--- src/sv/saws_pkg.sv ---
`timescale 1ns / 1ps
// ----------------------------------------------------------------------------
// saws_pkg: shared types and constants for the self-avoiding walk step core
// Point and token types, outcome and register codes, and the bounded
// lattice step used to form a candidate point.
// ----------------------------------------------------------------------------
package saws_pkg;

  // lattice geometry
  localparam int COORD_W = 9;
  localparam int DIMS    = 2;

  typedef logic [COORD_W-1:0] coord_t;
  typedef coord_t [DIMS-1:0]  point_t;

  // rejection counter
  localparam int                REJECT_W     = 4;
  localparam logic [REJECT_W-1:0] REJECT_LIMIT = 4'd10;

  // configuration register indexes
  localparam int                CFG_IDX_W       = 2;
  localparam logic [CFG_IDX_W-1:0] REG_COORD_MIN   = 2'd0;
  localparam logic [CFG_IDX_W-1:0] REG_COORD_MAX   = 2'd1;
  localparam logic [CFG_IDX_W-1:0] REG_WALK_LENGTH = 2'd2;

  // configuration reset values
  localparam coord_t COORD_MIN_RESET   = 9'd0;
  localparam coord_t COORD_MAX_RESET   = 9'd500;
  localparam coord_t WALK_LENGTH_RESET = 9'd200;

  // result codes
  typedef enum logic [1:0] {
    OUT_ACCEPTED  = 2'd0,
    OUT_COLLISION = 2'd1,
    OUT_RESTART   = 2'd2,
    OUT_IDLE_DONE = 2'd3
  } outcome_t;

  // search token passed along the cell chain
  typedef struct packed {
    logic valid;
    logic hit;
  } token_t;

  // one step of one coordinate, reflecting at the bounds
  function automatic coord_t step_coord(coord_t p, logic down, coord_t lo, coord_t hi);
    coord_t dec;
    coord_t inc;
    logic   dec_ok;
    logic   inc_ok;
    dec    = p - 1'b1;
    inc    = p + 1'b1;
    dec_ok = (p != '0) && (dec >= lo);
    inc_ok = (p != '1) && (inc <= hi);
    if (down) begin
      return dec_ok ? dec : inc;
    end else begin
      return inc_ok ? inc : dec;
    end
  endfunction

endpackage

--- src/sv/saws_cell.sv ---
`timescale 1ns / 1ps
// ----------------------------------------------------------------------------
// saws_cell: one stored point of the walk
// Holds one lattice point, shifts it on to the next cell when a new point
// enters the chain, and checks the passing search token against the
// broadcast candidate.
// ----------------------------------------------------------------------------
module saws_cell
  import saws_pkg::*;
(
  input  logic   clk,
  input  logic   rst,
  input  logic   load,
  input  point_t point_in,
  input  point_t cand,
  input  logic   active,
  input  token_t tok_in,
  output point_t point,
  output token_t tok_out
);

  // stored point, loaded from the previous cell on a shift
  always_ff @(posedge clk) begin
    if (load) begin
      point <= point_in;
    end
  end

  // search token, picks up a hit where this point matches the candidate
  always_ff @(posedge clk) begin
    if (rst) begin
      tok_out <= '0;
    end else begin
      tok_out.valid <= tok_in.valid;
      tok_out.hit   <= tok_in.hit | (tok_in.valid & active & (point == cand));
    end
  end

endmodule

--- config.mk ---
export PLATFORM = sky130hd
export DESIGN_NAME = saws_cell
export DESIGN_NICKNAME = d
export VERILOG_FILES = /design/src/sv/saws_pkg.sv /design/src/sv/saws_cell.sv
export SDC_FILE = /design/constraint.sdc
export NUM_CORES = 1
export LEC_CHECK = 0
export ABC_AREA = 1
export BUFFER_PORTS_ARGS = -buffer_cell sky130_fd_sc_hd__buf_2
export CELL_PAD_IN_SITES_DETAIL_PLACEMENT = 0
export CELL_PAD_IN_SITES_GLOBAL_PLACEMENT = 1
export CORE_MARGIN = 2
export CORE_UTILIZATION = 30
export DETAILED_ROUTE_END_ITERATION = 8
export GPL_TIMING_DRIVEN = 0
export PLACE_DENSITY = 0.94
export SLEW_MARGIN = 5
export SYNTH_ARGS = -nofsm -noshare
export SYNTH_HDL_FRONTEND = slang
export SYNTH_SLANG_ARGS = --single-unit
--- constraint.sdc ---
create_clock -name clk -period 1.6 [get_ports clk]
set_input_delay 0.08 -clock clk [delete_from_list [all_inputs] [get_ports clk]]
set_output_delay 0.08 -clock clk [all_outputs]
set_load 0.01 [all_outputs]
* Word level (Yosys, flattened, before mapping)
Cells that the tools add are included.
W data, S select, Z words.
** Storage, ports and cells
- Bits in registers :: 20
- Input bits :: 42
- Output and inout port bits :: 20
** Cells by class
- Equality and inequality tests :: 1
- Bitwise logic cells :: 3
** Operators with widths (count)
- $eq A18 B18 Y1 :: 1
- $and A1 B1 Y1 :: 2
- $or A1 B1 Y1 :: 1

* Depth between registers and ports, before layout
Gate-level depths: netlist (run 1).
- Depth after elaboration :: 3
- Mapped depth :: 8
- Mapped depth without buffers :: 8

* Worst setup path after synthesis (run 1)
No wires, ideal clock.
- Path type :: register to register
- Start point :: reg point[2] (netlist name)
- End point :: reg tok_out[0] (netlist name)
- Arrival :: 0.971 ns
- Slack :: 0.563 ns
- Stages on the path, launching flop included :: 8
- Buffers on the path :: 0
- Period minus slack after synthesis :: 1.037 ns
- Cell sequence :: edfxtp_1 > inv_1 > nand2_1 > a21oi_1 > nand2_1 > nor2_1 > nand3_1 > a21oi_2
** Between the ends
- Cells in the longest elaborated chain, start to end :: 3
** Ends and longest elaborated chain
- from (decl) :: RTL line saws_cell.sv:18 : output point_t point,
- from (signal assigned) :: RTL line saws_cell.sv:25 : point <= point_in;
- $eq A18 B18 Y1 :: RTL line saws_cell.sv:35 : tok_out.hit <= tok_in.hit | (tok_in.valid & active & (point == cand));
- $and A1 B1 Y1 :: RTL line saws_cell.sv:35
- $or A1 B1 Y1 :: RTL line saws_cell.sv:35
- to (decl) :: RTL line saws_cell.sv:19 : output token_t tok_out
No other way between the ends.
A chain may end at the register's enable or synchronous reset.

* Final worst setup path (run 1)
- Start point :: reg point[3] (netlist name)
- End point :: reg tok_out[0] (netlist name)
The elaborated chain is that of the path after synthesis.

==> key figures, run 1 <==
Synthesis
  • Simple-gate portion of the synthesized area: 25.39%
  • Syn nets: 158
  • Largest family of logic cells by synthesized area: simple AND/OR/NAND/NOR gates
  • Synth Area in XOR/XNOR: 1.813%
  • Mux cell area share after synthesis: 0%
  • Area leader, netlist: edfxtp_1
  • YS warnings: 0
  • Syn_area_per_cell: 8.327 µm²
  • Sequential fraction of the synthesis area: 60.10%
  • Synth Area in Compound Gates: 1.425%
  • Synth top area share: 55.96%
  • Post-synthesis cell area: 965.9 µm²
  • Post-Synthesis Cells: 116
  • #FFs+latches synth: 20
  • Cell variety after synth: 13
  • Top post-synthesis cells by area: edfxtp_1 56%, nand2_1 16%, inv_1 11%
  • Adder-cell share of the synthesized area: 0%

Drt
  • Wirelength, routed: 2310 µm
  • WL/cell: 9.390 µm
  • Routed Antenna Nets: 0
  • Drt drc: 0
  • DR vias/cell: 3.785
  • TritonRoute pass-1 iters: 4
  • DRT iter0 DRCs: 7
  • Vias: 931

Worst setup path
  • Worst r2r path cells: 7
  • Critical-path maximum fanout: 3
  • Critical path's slowest cell: edfxtp_1
  • Worst path most repeated cell: nand2_1
  • Crit path largest cell delay: 0.43 ns
  • Reg-to-reg startpoint: point[3]
  • CP cell instances: nand2_1, nand2_1, nor2_1, nand2_1, nor2_1, nand3_1, a21oi_2
  • Crit path kind: reg2reg
  • CP Capture Type: flip-flop
  • R2r setup slk: 0.49 ns
  • Worst path arrival time: 1.37 ns
  • R2R Path End: tok_out[0]
  • Crit path max-delay family: simple AND/OR/NAND/NOR gates
  • Crit path depth: 7
  • CP Launch Type: flip-flop
  • CP required: 1.85 ns
  • Buf/Inv on CP: 0

Power and ir drop
  • Max VDD drop: 479.6 µV
  • Register share of total power: 49.3%
  • Internal: 996.1 µW
  • Total Power Consumption: 1296 µW
  • Clock power frac: 32.2%
  • Share of total power in combinational logic: 18.5%
  • Lkg Pwr: 0.0008603 µW
  • Sw Ratio: 23.11%
  • Switching power: 299.4 µW
  • Power per cell area: 815.3 nW/µm²

Flow run
  • Max Cap Viol: 0

Timing
  • Setup-failing EPs final: 0
  • Clock skew: 0.007317 ns
  • Slew of the pin with the lowest slew margin: 0.4152 ns
  • Final hold violation count: 0
  • Fin Setup TNS: 0 ns
  • RSZ-0062 raised after global routing: no
  • Max_slew headroom: 72.32%
  • Final WS setup: 0.4880 ns
  • Max-slew violations: 0
  • Fmax achieved: 0.8993 GHz
  • Final min period: 1.112 ns
  • Period utilization: 69.50%

Finish
  • ANT cells: 0
  • Most common cell after layout, fill and taps aside: buf_2
  • Area grow syn2layout: 64.51%
  • Fraction of layout cells with a size suffix above 1: 33.66%
  • Fin util: 52.05%
  • Most frequent cells in the layout: 61 x buf_2, 42 x nand2_1, 28 x inv_1, 21 x dlygate4sd3_1, 18 x edfxtp_1
  • Fin nets: 245
  • Fin cells: 246

Worst hold path
  • Hold path depth: 6
  • Hold path start: cand[8]
  • End of the worst hold path: tok_out[0]
  • Min-Delay Path Class: in2reg

Global route
  • Vias in the first global route: 862
  • First-pass GRT wire length: 3477 µm
  • GRT Total Usage: 13.18%
  • Initial antenna violation count: 0
  • Largest net degree at the start of global routing: 19
  • Overflow after GRT: 0

Clock network
  • Worst skew pair latency: 0.30 ns
  • Post-CTS setup buffers: 0
  • Cell chosen for the clock root: clkbuf_4
  • Reg clk slew, reported paths: 0.12 ns
  • Total CTS buffers: 3
  • CTS Buffer Depth: 2
  • CTS Sinks: 20
  • CTS tree: yes
  • Hold bufs inserted after CTS: 21
  • Post-CTS resize count: 0
  • # H-tree levels: 1

Placement
  • GPL Wtd Cong: 0.6840
  • Pre-CTS WS: 0.4897 ns
  • Total placed cells including tap cells: 221
  • Post-DP HPWL: 1686 µm
  • Buffers added on ports: 61

Floorplan
  • Die height: 60.74 µm
  • DIE AREA: 3689 µm²
  • Starting density of the core: 31.64%
  • Row cnt: 20
  • Core area: 3053 µm²
  • Io pins: 62
  • Die width: 60.74 µm

Status
  • Status: finished clean
[final cells by class]
cell class / count / area (µm²)
Clock inverter: 1 / 30.03
Inverter: 29 / 108.9
Multi-Input combinational cell: 67 / 276.5
Clock buffer: 3 / 22.52
Sequential cell: 20 / 580.6
Timing Repair Buffer: 82 / 515.5
Tap cell: 44 / 55.05
Fill cell: 317 / 1464
[synth_stat cells, drive strengths merged]
| library cell | instances |
|---|---|
| edfxtp | 18 |
| nand3 | 1 |
| inv | 29 |
| nand4 | 1 |
| a21oi | 2 |
| nor2 | 18 |
| dfxtp | 2 |
| xnor2 | 2 |
| nand2 | 42 |
| or2 | 1 |
[tightest hold or removal path: cells and delay by family]
| kind | cells | cell delay, ns |
|---|---|---|
| simple gates | 3 | 0.21 |
| buf+inv | 1 | 0.08 |
| xor+xnor | 1 | 0.06 |
| compound gates | 1 | 0.05 |
[how the worst max path moves through the flow]
stage / start / slack [ns] / endpoint
floorplan: point[2] / 0.56 / tok_out[0]
global placement: point[3] / 0.50 / tok_out[0]
detailed placement: point[3] / 0.49 / tok_out[0]
CTS: point[3] / 0.47 / tok_out[0]
global route: point[5] / 0.35 / tok_out[0]
finish: point[3] / 0.49 / tok_out[0]
[metrics by stage]
stage                     hold WS, ns  instance area (µm²)
final                          0.1918                 1589
after global routing           0.2113                 1589
after CTS                      0.1810                 1589
after detailed placement       0.2581                 1326
after global placement         0.2560                 1326
after floorplan                0.1424                965.9
[layer usage]
| layer | vias up | track usage (%) | part of all wire [%] | wire length [µm] |
|---|---|---|---|---|
| li1 | 516 | - | - | - |
| met1 | 384 | 14.17 | 42 | 978 |
| met2 | 29 | 25.19 | 52 | 1200 |
| met3 | 2 | 1.493 | 4.5 | 104 |
| met4 | 0 | 6.522 | 1.2 | 27 |
| met5 | - | 0 | 0 | 0 |
[power groups by stage]
stage                     sequential (µW)  combinational [µW]  clock (µW)
final                                 639                 240         417
after detailed placement              652                 202           0
after global routing                  645                 271         452
after global placement                649                 198           0
after floorplan                       670                70.8           0
after CTS                             640                 241         432
[flip-flops by register name (all words and copies together) (netlist names)]
register,count
tok_out,2
point,18
[cell families after synthesis]
logic type,Yosys count
simple gates,63
buf+inv,29
flops,20
xor+xnor,2
compound gates,2
No activity file was read; power rests on OpenSTA's default activity.
==> inputs of run 2 (changes only) <==
--- a/config.mk
+++ b/config.mk
@@ -10,10 +10,10 @@
 export CELL_PAD_IN_SITES_DETAIL_PLACEMENT = 0
 export CELL_PAD_IN_SITES_GLOBAL_PLACEMENT = 1
 export CORE_MARGIN = 2
-export CORE_UTILIZATION = 30
+export CORE_UTILIZATION = 28
 export DETAILED_ROUTE_END_ITERATION = 8
 export GPL_TIMING_DRIVEN = 0
-export PLACE_DENSITY = 0.94
+export PLACE_DENSITY = 0.9
 export SLEW_MARGIN = 5
 export SYNTH_ARGS = -nofsm -noshare
 export SYNTH_HDL_FRONTEND = slang
==> constraint.sdc (replaced) <==
create_clock -name clk -period 1.15 [get_ports clk]
set_input_delay 0.0575 -clock clk [delete_from_list [all_inputs] [get_ports clk]]
set_output_delay 0.0575 -clock clk [all_outputs]
set_load 0.01 [all_outputs]
==> key figures, run 2 (same netlist as run 1, synthesis figures left out) <==
Status
  • Status: finished clean

Worst setup path
  • R2R Path End: tok_out[0]
  • Worst path most repeated cell: nand2_1
  • Worst r2r path cells: 7 (unchanged)
  • Reg-to-reg startpoint: point[17]
  • Crit path to: tok_out[0]
  • R2r setup slk: 0.06 ns (-0.43 ns)
  • Critical-path maximum fanout: 3 (unchanged)
  • CP Launch Type: flip-flop
  • Critical path startpoint: point[17]
  • Crit path largest cell delay: 0.43 ns (about the same)
  • CP required: 1.39 ns (-0.46 ns)
  • Critical path's slowest cell: edfxtp_1
  • CP cell instances: nand2_1, nand2_1, nor2_1, nand2_1, nor2_1, nand3_1, a21oi_2
  • Worst path arrival time: 1.33 ns (-0.04 ns)
  • CP Capture Type: flip-flop
  • Crit path kind: reg2reg

Clock network
  • # H-tree levels: 1 (unchanged)
  • Worst skew pair latency: 0.29 ns (about the same)
  • Reg clk slew, reported paths: 0.11 ns (about the same)
  • CTS Buffer Depth: 2 (unchanged)
  • Post-CTS setup buffers: 0 (unchanged)
  • CTS Sinks: 20 (unchanged)
  • Cell chosen for the clock root: clkbuf_4
  • CTS tree: yes
  • Total CTS buffers: 3 (unchanged)

Finish
  • Fillers: 348 (+9.8%)
  • Multi-input gate area: 281.5 µm² (+1.8%)
  • Fin util: 47.06% (-5.0 points)
  • Fin cells: 248 (+0.81%)
  • Sequential Area: 580.6 µm² (unchanged)
  • Most common cell after layout, fill and taps aside: buf_2
  • ANT cells: 0 (unchanged)
  • Area grow syn2layout: 62.57%
  • Fin nets: 245 (unchanged)
  • Fraction of layout cells with a size suffix above 1: 34.16% (+0.50 points)
  • Max FFs per register: 18 (unchanged)
  • Largest registers: point (18), tok_out (2)
  • Top reg by flops: point
  • Most frequent cells in the layout: 61 x buf_2, 42 x nand2_1, 28 x inv_1, 21 x dlygate4sd3_1, 18 x edfxtp_1

Global route
  • GRT Total Usage: 11.75% (-1.4 points)
  • Vias in the first global route: 922 (+7.0%)
  • Largest net degree at the start of global routing: 19 (unchanged)
  • Initial antenna violation count: 0 (unchanged)
  • Overflow after GRT: 0 (unchanged)
  • First-pass GRT wire length: 3657 µm (+5.2%)

Drt
  • Vias: 930 (-0.11%)
  • DRT iter0 DRCs: 13 (+6)
  • DR vias/cell: 3.750 (-0.91%)
  • WL/cell: 8.839 µm (-5.9%)
  • Drt drc: 0 (unchanged)
  • Routed Antenna Nets: 0 (unchanged)
  • TritonRoute pass-1 iters: 4 (unchanged)
  • Wirelength, routed: 2192 µm (-5.1%)

Placement
  • GPL Wtd Cong: 0.6497 (-5.0%)
  • Buffers added on ports: 61 (unchanged)
  • Pre-CTS WS: 0.01910 ns (-0.4706 ns)
  • Post-DP HPWL: 1583 µm (-6.1%)
  • Total placed cells including tap cells: 223 (+0.90%)

Timing
  • Final hold violation count: 0 (unchanged)
  • Fin Hold WS: 0.1650 ns (-0.02679 ns)
  • Period utilization: 94.92% (+25 points)
  • Max_slew headroom: 72.28% (about the same)
  • Fmax achieved: 0.9161 GHz (+1.9%)
  • Setup-failing EPs final: 0 (unchanged)
  • Final WS setup: 0.05841 ns (-0.4296 ns)
  • Clock skew: 0.001239 ns (-0.006079 ns)
  • RSZ-0062 raised after global routing: yes
  • Slew of the pin with the lowest slew margin: 0.4158 ns (+0.0006129 ns)
  • Max-slew violations: 0 (unchanged)
  • Final min period: 1.092 ns (-0.02040 ns)

Power and ir drop
  • Total Power Consumption: 1559 µW (+20%)
  • Max VDD drop: 779.4 µV (+63%)
  • Lkg Pwr: 0.0008476 µW (-1.5%)
  • Power per cell area: 992.6 nW/µm² (+22%)

Floorplan
  • Starting density of the core: 28.95% (-2.7 points)
  • Die width: 62.74 µm (+3.3%)
  • Core area: 3337 µm² (+9.3%)
  • Row cnt: 21 (+5.0%)
  • Die height: 62.74 µm (+3.3%)
  • DIE AREA: 3936 µm² (+6.7%)
  • Io pins: 62 (unchanged)

Flow run
  • Max Cap Viol: 0 (unchanged)

Worst hold path
  • Min-Delay Path Class: in2reg
## run 2: cell count changes in the layout (fill, tap and decap cells not counted), sizes merged
cell    before  now
bufinv       1    0
clkinv       0    1
## run 2: where the power goes
group          internal, µW  switching [µW]
Sequential              854            33.1
Combinational           180             153
Clock                   126             212
## run 2: layer usage
layer	vias up	wire length, µm	part of all wire, %	track usage (%)
met5	-	0	0	0
met4	0	0	0	2.500
met3	0	147	6.7	3.063
met2	38	1117	51	23.12
met1	377	927	42	12.37
li1	515	-	-	-
## run 2: stage by stage
stage	setup TNS (ns)	instance area (µm²)
floorplan	0	965.9
global placement	0	1329
detailed placement	0	1329
CTS	0	1568
global route	-0.1546	1570
finish	0	1570
## run 2: how the worst min path moves through the flow
stage / start / endpoint / slack (ns) / depth (start not counted)
2_1_floorplan: rst / tok_out[0] / 0.12 / 1
3_3_place_gp: point_in[15] / point[15] / 0.23 / 1
3_5_place_dp: point_in[4] / point[4] / 0.24 / 1
4_1_cts: cand[8] / tok_out[0] / 0.16 / 6
5_1_grt: load / point[15] / 0.21 / 1
6_report: cand[8] / tok_out[0] / 0.17 / 6
## run 2: final cells by class
cell class | instances | share of cell area (%)
Clock buffer | 3 | 1.434
Multi-Input combinational cell | 67 | 17.93
Clock inverter | 1 | 0.2390
Sequential cell | 20 | 36.97
Timing Repair Buffer | 82 | 32.83
Inverter | 29 | 6.932
Tap cell | 46 | 3.665
## run 2: repair_timing
action	4_1_cts	5_1_grt
gates resized for setup	1	1
endpoints found under the setup margin	1	1
hold buffers	21	0
pin swaps	0	0
hold endpoints to repair	20	0
## run 2: worst max-delay path: cells and delay by family, from the launching register on
family	cells	cell delay, ns
flops	1	0.43
simple gates	6	0.49
compound gates	1	0.11
